### config.mk
export PLATFORM = sky130hd
export DESIGN_NAME = pics_weigh
export DESIGN_NICKNAME = d
export VERILOG_FILES = /design/src/sv/pics_pkg.sv /design/src/sv/pics_weigh.sv
export SDC_FILE = /design/constraint.sdc
export NUM_CORES = 2
export LEC_CHECK = 0
export BUFFER_PORTS_ARGS = -buffer_cell sky130_fd_sc_hd__buf_2
export CAP_MARGIN = 20
export CORE_MARGIN = 2
export CORE_UTILIZATION = 50
export CTS_BUF_LIST = sky130_fd_sc_hd__clkbuf_4 sky130_fd_sc_hd__clkbuf_8 sky130_fd_sc_hd__clkbuf_16
export DETAILED_ROUTE_END_ITERATION = 8
export GPL_TIMING_DRIVEN = 0
export PLACE_DENSITY_LB_ADDON = 0.2
export SETUP_SLACK_MARGIN = 0.3
export SYNTH_ARGS = -nofsm -noshare
export SYNTH_HDL_FRONTEND = slang
export SYNTH_SLANG_ARGS = --single-unit
### constraint.sdc
create_clock -name clk -period 5.3 [get_ports clk]
set_input_delay 0.53 -clock clk [delete_from_list [all_inputs] [get_ports clk]]
set_output_delay 0.53 -clock clk [all_outputs]
set_load 0.1 [all_outputs]
### src/sv/pics_pkg.sv
// Shared definitions for the prime implicant cover selector.
// Holds codes, default sizes and the control structs that pass between modules.
// No dependencies.
`default_nettype none

package pics_pkg;

    // Default sizes for the top-level parameters.
    localparam int MAX_IMPLICANTS_DEF      = 64;
    localparam int MAX_MINTERMS_DEF        = 64;
    localparam int SCORE_FRACTION_BITS_DEF = 16;

    // Fixed field widths of the channels and the configuration port.
    localparam int ROW_INDEX_W  = 6;
    localparam int COVER_ROW_W  = 64;
    localparam int CFG_INDEX_W  = 2;
    localparam int CFG_DATA_W   = 7;
    localparam int STRATEGY_W   = 2;
    localparam int COUNT_W      = 7;
    localparam int RESULT_CNT_W = 7;
    localparam int MAX_RESULTS  = 64;

    typedef enum logic {
        OP_LOAD  = 1'b0,
        OP_START = 1'b1
    } opcode_t;

    typedef enum logic [CFG_INDEX_W-1:0] {
        CFG_STRATEGY        = 2'd0,
        CFG_IMPLICANT_COUNT = 2'd1,
        CFG_MINTERM_COUNT   = 2'd2
    } cfg_index_t;

    localparam logic [STRATEGY_W-1:0] STRAT_LARGEST   = 2'd0;
    localparam logic [STRATEGY_W-1:0] STRAT_COVER_SUM = 2'd1;
    localparam logic [STRATEGY_W-1:0] STRAT_SCORE     = 2'd2;

    // Port enables of the chart memories.
    typedef struct packed {
        logic cov_we;
        logic cov_re;
        logic wk_we;
        logic wk_re;
    } mem_ctl_t;

    // Commands to the weighing unit.
    typedef struct packed {
        logic clear_counts;
        logic add_counts;
        logic scan_start;
        logic best_init;
        logic cmp;
    } weigh_ctl_t;

endpackage

`default_nettype wire

### src/sv/pics_weigh.sv
// Weighing unit: per-minterm cover counts, a one-minterm-per-cycle row scan
// and the best-row tracker. Depends on pics_pkg.
`default_nettype none

module pics_weigh #(
    parameter int MAX_IMPLICANTS      = pics_pkg::MAX_IMPLICANTS_DEF,
    parameter int MAX_MINTERMS        = pics_pkg::MAX_MINTERMS_DEF,
    parameter int SCORE_FRACTION_BITS = pics_pkg::SCORE_FRACTION_BITS_DEF
) (
    input  wire                                   clk,
    input  wire                                   rst_n,
    input  pics_pkg::weigh_ctl_t                  ctl,
    input  wire [pics_pkg::STRATEGY_W-1:0]        strategy,
    input  wire [MAX_MINTERMS-1:0]                row,
    input  wire [$clog2(MAX_IMPLICANTS)-1:0]      row_pos,
    output logic                                  scan_busy,
    output logic [$clog2(MAX_MINTERMS+1)-1:0]     best_size,
    output logic [$clog2(MAX_IMPLICANTS)-1:0]     best_pos
);

    localparam int IW       = $clog2(MAX_IMPLICANTS);
    localparam int JW       = $clog2(MAX_MINTERMS);
    localparam int MW       = $clog2(MAX_MINTERMS + 1);
    localparam int CW       = pics_pkg::COUNT_W;
    localparam int F        = SCORE_FRACTION_BITS;
    localparam int SUM_W    = CW + MW;
    localparam int SCORE_W  = F + MW;
    localparam int RECIP_N  = 2 ** CW;
    localparam int RECIP_MX = (2 ** F) - 1;

    // Reciprocal table, 2^F/n rounded half up and saturated; zero maps to zero.
    logic [F-1:0] recip_tab [RECIP_N];

    for (genvar g = 0; g < RECIP_N; g++)
    begin : g_recip
        localparam int Div = (g == 0) ? 1 : g;
        localparam int Raw = ((2 ** F) + Div / 2) / Div;
        localparam int Val = (g == 0) ? 0 : ((Raw > RECIP_MX) ? RECIP_MX : Raw);
        assign recip_tab[g] = F'(Val);
    end

    logic [CW-1:0]           cnt_reg [MAX_MINTERMS];
    logic [MAX_MINTERMS-1:0] row_sh_reg;
    logic [JW-1:0]           step_reg;
    logic                    busy_reg;
    logic [MW-1:0]           size_acc_reg;
    logic [SUM_W-1:0]        sum_acc_reg;
    logic [SCORE_W-1:0]      score_acc_reg;
    logic [MW-1:0]           best_size_reg;
    logic [SUM_W-1:0]        best_sum_reg;
    logic [SCORE_W-1:0]      best_score_reg;
    logic [IW-1:0]           best_pos_reg;

    logic                    head_bit;
    logic [CW-1:0]           head_cnt;
    logic                    take_it;

    assign head_bit = row_sh_reg[0];
    assign head_cnt = cnt_reg[0];

    // Cover counts rotate during a scan so the head always holds the current minterm;
    // a full scan brings them back to their place.
    always_ff @(posedge clk or negedge rst_n)
    begin
        if (!rst_n)
        begin
            for (int t = 0; t < MAX_MINTERMS; t++)
            begin
                cnt_reg[t] <= '0;
            end
        end
        else if (ctl.clear_counts)
        begin
            for (int t = 0; t < MAX_MINTERMS; t++)
            begin
                cnt_reg[t] <= '0;
            end
        end
        else if (ctl.add_counts)
        begin
            for (int t = 0; t < MAX_MINTERMS; t++)
            begin
                cnt_reg[t] <= cnt_reg[t] + CW'(row[t]);
            end
        end
        else if (busy_reg)
        begin
            for (int t = 0; t < MAX_MINTERMS - 1; t++)
            begin
                cnt_reg[t] <= cnt_reg[t+1];
            end
            cnt_reg[MAX_MINTERMS-1] <= cnt_reg[0];
        end
    end

    always_ff @(posedge clk or negedge rst_n)
    begin
        if (!rst_n)
        begin
            busy_reg <= 1'b0;
            step_reg <= '0;
        end
        else if (ctl.scan_start)
        begin
            busy_reg <= 1'b1;
            step_reg <= '0;
        end
        else if (busy_reg)
        begin
            step_reg <= step_reg + JW'(1);
            if (step_reg == JW'(MAX_MINTERMS - 1))
            begin
                busy_reg <= 1'b0;
            end
        end
    end

    always_ff @(posedge clk)
    begin
        if (ctl.scan_start)
        begin
            row_sh_reg    <= row;
            size_acc_reg  <= '0;
            sum_acc_reg   <= '0;
            score_acc_reg <= '0;
        end
        else if (busy_reg)
        begin
            row_sh_reg    <= {row_sh_reg[0], row_sh_reg[MAX_MINTERMS-1:1]};
            size_acc_reg  <= size_acc_reg + MW'(head_bit);
            sum_acc_reg   <= sum_acc_reg + (head_bit ? SUM_W'(head_cnt) : '0);
            score_acc_reg <= score_acc_reg + (head_bit ? SCORE_W'(recip_tab[head_cnt]) : '0);
        end
    end

    always_comb
    begin
        unique case (strategy)
            pics_pkg::STRAT_SCORE:
                take_it = (score_acc_reg > best_score_reg) ||
                          ((score_acc_reg == best_score_reg) && (size_acc_reg < best_size_reg));
            pics_pkg::STRAT_COVER_SUM:
                take_it = (size_acc_reg > best_size_reg) ||
                          ((size_acc_reg == best_size_reg) && (sum_acc_reg < best_sum_reg));
            default:
                take_it = size_acc_reg > best_size_reg;
        endcase
    end

    always_ff @(posedge clk or negedge rst_n)
    begin
        if (!rst_n)
        begin
            best_size_reg  <= '0;
            best_sum_reg   <= '0;
            best_score_reg <= '0;
            best_pos_reg   <= '0;
        end
        else if (ctl.best_init)
        begin
            best_size_reg  <= '0;
            best_sum_reg   <= '0;
            best_score_reg <= '0;
            best_pos_reg   <= '0;
        end
        else if (ctl.cmp && take_it)
        begin
            best_size_reg  <= size_acc_reg;
            best_sum_reg   <= sum_acc_reg;
            best_score_reg <= score_acc_reg;
            best_pos_reg   <= row_pos;
        end
    end

    assign scan_busy = busy_reg;
    assign best_size = best_size_reg;
    assign best_pos  = best_pos_reg;

endmodule

`default_nettype wire

; ---- Word-level counts from Yosys, hierarchy flattened
; Memory sizes are Yosys's and may differ from the RTL's.
; Cells that the tools add are included.
[op_classes]
div = 0
n_shift = 0
magnitude_cmp = 5
eq_ne = 5
multipliers = 0
n_bitwise = 1
n_reduce_logical = 8
add_sub_neg = 68
muxes = 23
[op_table]
columns = op, n
row1 = $mux 448, 3
row2 = $add 7x1->7, 65
row3 = $mux 64, 2
row4 = $mux 16, 3
row5 = $mux 23, 2
row6 = $mux 14, 2
row7 = $mux 6, 4
row8 = $add 23x16->23, 1
row9 = $eq 23x23->1, 1
row10 = $gt 23x23->1, 1
row11 = $mux 7, 3
row12 = $add 14x7->14, 1
row13 = $lt 14x14->1, 1
row14 = $ge 8x8->1 const B, 1
row15 = $not 7->8, 1
row16 = $eq 7x7->1, 1
row17 = $gt 7x7->1, 1
row18 = $lt 7x7->1, 1
row19 = $add 6x1->6 const B, 1
row20 = $eq 6x6->1 const B, 1
row21 = $reduce_bool 2->1, 2
row22 = $logic_and 1x1->1, 3
row23 = $mux 1, 3
row24 = $reduce_bool 3->1, 1
row25 = 4 further kinds, 5
[word_totals]
n_memories = 1
romBits = 2048
register_bits = 613
ramBits = 0
inputBits = 79
latch_bits = 0
elab_cells = 185
out_inout_bits = 14
[memory_table]
columns = memory, depth, word_bits, read_ports, rd_clocked_by_memory_dff, wr, line
row1 = (name not given), 128, 16, 1, 0, 0, pics_weigh.sv:132  ; score_acc_reg <= score_acc_reg + (head_bit ? SCORE_W'(recip_tab[head_cnt]) : '0);

; ---- Longest topological paths before layout
[depth]
depth_word = 7
ltp_mapped = 18
mapped_depth_nobuf = 17

; ---- Least setup slack after synthesis
; Ideal clock, no wire load.
[synth_path]
path_kind = register to register
start = reg cnt_reg (netlist bit head_cnt[1])
end = reg score_acc_reg[14]
t_required_ns = 5.183
setup_time_ns = 0.117
t_arrival_ns = 4.136
setup_slack_ns = 1.047
path_stages_with_launch = 19
path_cell_list = dfrtp_1 -> inv_1 -> ha_1 -> buf_2 -> nand2_1 -> o211ai_1 -> o211ai_1 -> o21ai_0 -> mux4_2 -> and2_1 -> ha_1 -> fa_1 -> a21o_1 -> a21o_1 -> a2111oi_4 -> o31ai_2 -> o31ai_2 -> xnor2_1 -> a22o_1
[synth_via]
elab_chain_len = 6
[synth_rtl]
columns = element, line
row1 = from (decl), pics_weigh.sv:42  ; logic [CW-1:0] cnt_reg [MAX_MINTERMS];
row2 = "from (signal, indexed assignment)", pics_weigh.sv:83  ; cnt_reg[t] <= cnt_reg[t] + CW'(row[t]);
row3 = "from (signal, indexed assignment)", pics_weigh.sv:90  ; cnt_reg[t] <= cnt_reg[t+1];
row4 = "from (signal, indexed assignment)", pics_weigh.sv:92  ; cnt_reg[MAX_MINTERMS-1] <= cnt_reg[0];
row5 = $not 7->8 (not written as such), pics_weigh.sv:132
row6 = $mem_v2 128x16, -
row7 = $mux 16 (not written as such) (2 in series), pics_weigh.sv:132
row8 = $mux 16, pics_weigh.sv:132
row9 = $add 23x16->23, pics_weigh.sv:132
row10 = to (signal assigned), pics_weigh.sv:132
row11 = to (decl), pics_weigh.sv:48  ; logic [SCORE_W-1:0] score_acc_reg;
; No other way between the ends. The select of a mux whose other input is x is not followed.
; A chain may end at the register's enable or synchronous reset.

; ---- Worst setup path in the final report
[layout_path]
start = reg cnt_reg (netlist bit head_cnt[0])
end = reg score_acc_reg[22]
; The elaborated chain is that of the path after synthesis.

==> results.cfg <==
[cts]
cts_tree = built
cts_made_buffers = 73
cts_max_level = 3
clkTransAtPathRegs_ns = 0.06
cts_root_buf = clkbuf_16
cts.path.max_buffers = 3
cts_sinks = 613
clk_latency_ns = 0.63

[cells_and_area]
fin_util_pct = 56.2
fin_nets = 4571
seqCellArea_um2 = 15400
multi_input_area_um2 = 22100
areaGrowthSynthToFinish_pct = 11.6
drive_above_1_share_pct = 8.51
largest_register_ffs = 441
post-route-cell-area_um2 = 43500
stdcell_count = 5378
nFillCells = 6988

[setup_path]
slowest_stage = dfrtp_2
crit_type = reg -> reg
endpoint_kind = register
crit_chain = clkinvlp_4 -> ha_1 -> clkbuf_1 -> nor2_2 -> o21ai_0 -> o211ai_1 -> o21ai_0 -> mux4_2 -> and2_1 -> ha_1 -> fa_1 -> a21o_1 -> a21o_1 -> a2111oi_4 -> o211ai_1 -> nand4_1 -> xor2_1 -> nor2_1
ff2ff_path_depth = 18
slowest_delay_ns = 0.51
path_buf_inv = 2
critPathRequiredTime_ns = 5.78
crit_fanout = 10
arrival_ns = 5.29
start_kind = register
cp_num_cells = 18
crit_family = compound AO/OA/AOI/OAI gates

[yosys]
synth-seq-cells = 613
avgSynthCellArea_um2 = 9.51
netlist_area_um2 = 39000
seq_area_frac_synth_pct = 39.6
synth_cell_type_count = 61
synth_nets = 4392
synth-edff-count = 64
yosysWarnings = 0
synthFlopType = dfrtp_1
netlist_instances = 4097
async_reset_ff_share_pct = 82.4

[route]
vias_per_cell = 5.82
num_vias = 31300
wirelength_um = 106000
drt_iter0_drc = 2175
wire_per_inst_um = 19.8
remaining_drc_errors = 0
dr.pass1.iters = 9
drtAntennaViolNets = 0

[global_routing]
grt_pass1_vias = 31300
overflow = 0
grt_max_degree = 115
grt_pass1_wl_um = 173000
track_usage_pct = 26.3
antenna_found_initial = 8

[min_path]
min_path_type = in -> reg
whs_path_depth = 3

[power_and_ir_drop]
p_leak_nw = 18.4
ir_drop_v = 0.000258
p_per_area_nw_per_um2 = 283

[timing]
worst_pin_slew_ns = 1.08
rsz0062_at_grt = false
max_freq_ghz = 0.208
holdWs_ns = 0.161
skew_ns = 0.0208
finalMaxSlewViolations = 0
finalWorstPathRequiredPeriod_ns = 4.81
fin_crit_sh_pct = 90.8
final_hold_viol_count = 0
slew_headroom_pct = 28.1
setup_viol = 0
layout_setup_ws_ns = 0.490

[status]
outcome = complete, no violations

[floorplan]
core-area_um2 = 77300
die_w_um = 283
pin_count = 93
die_h_um = 283
initial_core_util_pct = 50.4
die_area_um2 = 80200
rows = 102

[place]
dp_hpwl_um = 73700
dp.cells = 5234
dpl_cell_area_um2 = 40900
io_buffers = 88
gp_congestion = 0.953
dpl_worst_slack_ns = 0.0663

[flow_run]
max_cap_viol_count = 0
report_power, final:
| part | leakage (nW) | internal (W) | switching, W | total (W) |
|---|---|---|---|---|
| sequential | 7.80 | 0.00505 | 0.000317 | 0.00537 |
| clock | 1.24 | 0.00303 | 0.00211 | 0.00514 |
| combinational | 9.36 | 0.000755 | 0.00105 | 0.00181 |
| total | 18.4 | 0.00883 | 0.00348 | 0.0123 |
worst paths after layout:
path	startpoint	endpoint	slack, ns
worst min-delay path	row_pos[3]	best_pos[3]	0.16
max in group asynchronous	rst_n	cnt_reg[191]	3.61
worst max register to register	head_cnt[0]	score_acc_reg[22]	0.49
worst max-delay path	head_cnt[0]	score_acc_reg[22]	0.49
min in group asynchronous	rst_n	best_size[3]	0.35
worst min register to register	sum_acc_reg[0]	best_sum_reg[0]	0.51
cell usage after synthesis, types with 5 or more instances:
cell | instances | area share (%)
nor2_1 | 401 | 3.9
a21oi_1 | 210 | 2.7
dfrtp_1 | 505 | 32
edfxtp_1 | 64 | 4.9
nand2b_1 | 115 | 1.8
mux2_2 | 64 | 1.9
ha_1 | 214 | 6.9
nand4_1 | 21 | 0.34
nor3b_1 | 6 | 0.12
a21boi_0 | 6 | 0.12
o211ai_1 | 15 | 0.29
o22ai_1 | 6 | 0.096
buf_1 | 9 | 0.087
inv_1 | 61 | 0.59
and3_1 | 77 | 1.2
a211oi_1 | 644 | 12
dfxtp_1 | 44 | 2.3
nand2_1 | 125 | 1.2
buf_6 | 5 | 0.14
nor2b_1 | 327 | 5.3
xor2_1 | 147 | 3.3
buf_2 | 33 | 0.42
mux2i_1 | 194 | 5.0
xnor2_1 | 204 | 4.6
a22o_1 | 7 | 0.16
a31oi_1 | 8 | 0.13
o21ai_0 | 65 | 0.84
nor3_1 | 13 | 0.17
or3_1 | 6 | 0.096
and2_1 | 11 | 0.18
clkbuf_1 | 262 | 2.5
nand3_1 | 144 | 1.9
mux4_2 | 7 | 0.40
a21o_1 | 24 | 0.46
layout make-up:
type                       instances  share of cell area, %
buffer                           309                   2.86
inverter                          63                  0.567
tap                             1040                   2.99
antenna                            2                 0.0115
clock buffer                     109                   5.04
sequential                       613                   35.5
clock inverter                    26                  0.579
timing repair buffer             104                   1.65
multi-input combinational       3112                   50.8
cells by family (layout without fill, tap and decap cells):
logic type | count (synthesis) | count (layout) | share of synthesized area [%]
compound gates | 1026 | 1026 | 18.2
xor+xnor | 351 | 351 | 7.89
fa+ha+maj | 216 | 216 | 6.98
buf+inv | 372 | 611 | 3.79
flops | 613 | 613 | 39.6
mux | 265 | 265 | 7.24
other cells | 0 | 2 | 0
simple gates | 1254 | 1254 | 16.3
repair_timing:
action                                  CTS  global route
endpoints found under the setup margin   13            12
endpoints found under the hold margin    22             0
resized for setup                         3            14
hold buffers                              1             0
buffers inserted                          2             4
gates cloned                              0             0
pin swaps                                 0             1
worst reg2reg max path: cells and delay by family (launching register included):
kind,cells,cell delay [ns]
flip-flops,1,0.51
multiplexers,1,0.48
adder cells (fa/ha/maj),3,0.85
XOR/XNOR,1,0.15
AO/OA/AOI/OAI,7,1.49
buffers and inverters,2,0.50
AND/OR/NAND/NOR,4,0.68
cell usage in the layout (no fill, tap or decap), types with 8 or more instances in the layout:
| cell type | instances |
|---|---|
| xnor2_1 | 204 |
| xor2_1 | 147 |
| a21o_1 | 24 |
| nand2b_1 | 115 |
| clkbuf_1 | 258 |
| inv_1 | 58 |
| ha_1 | 213 |
| clkinv_2 | 13 |
| edfxtp_1 | 64 |
| buf_2 | 120 |
| and3_1 | 77 |
| nand4_1 | 21 |
| dfrtp_1 | 503 |
| o211ai_1 | 15 |
| buf_1 | 9 |
| a31oi_1 | 8 |
| and2_1 | 11 |
| a21oi_1 | 209 |
| mux2i_1 | 194 |
| a211oi_1 | 644 |
| nor2_1 | 398 |
| dfxtp_1 | 44 |
| clkbuf_8 | 12 |
| nand2_1 | 125 |
| nand3_1 | 144 |
| clkbuf_4 | 23 |
| nor3_1 | 12 |
| clkbuf_16 | 74 |
| o21ai_0 | 64 |
| nor2b_1 | 327 |
| mux2_2 | 64 |
metal layers:
metal,global-route usage (%),share of wire (%),vias to the layer above
li1,-,-,15200
met1,35.6,46,15300
met2,43.3,47,639
met3,3.58,4.0,195
met4,9.33,3.6,8
met5,0,0.043,-
through the flow:
| stage | TNS [ns] | total power [W] |
|---|---|---|
| global placement | -3790.64 | 0.00721 |
| finish | 0 | 0.0123 |
| global route | 0 | 0.0128 |
| CTS | 0 | 0.0124 |
| floorplan | 0 | 0.00664 |
| detailed placement | 0 | 0.00724 |
No activity file was read; power rests on OpenSTA's default activity.
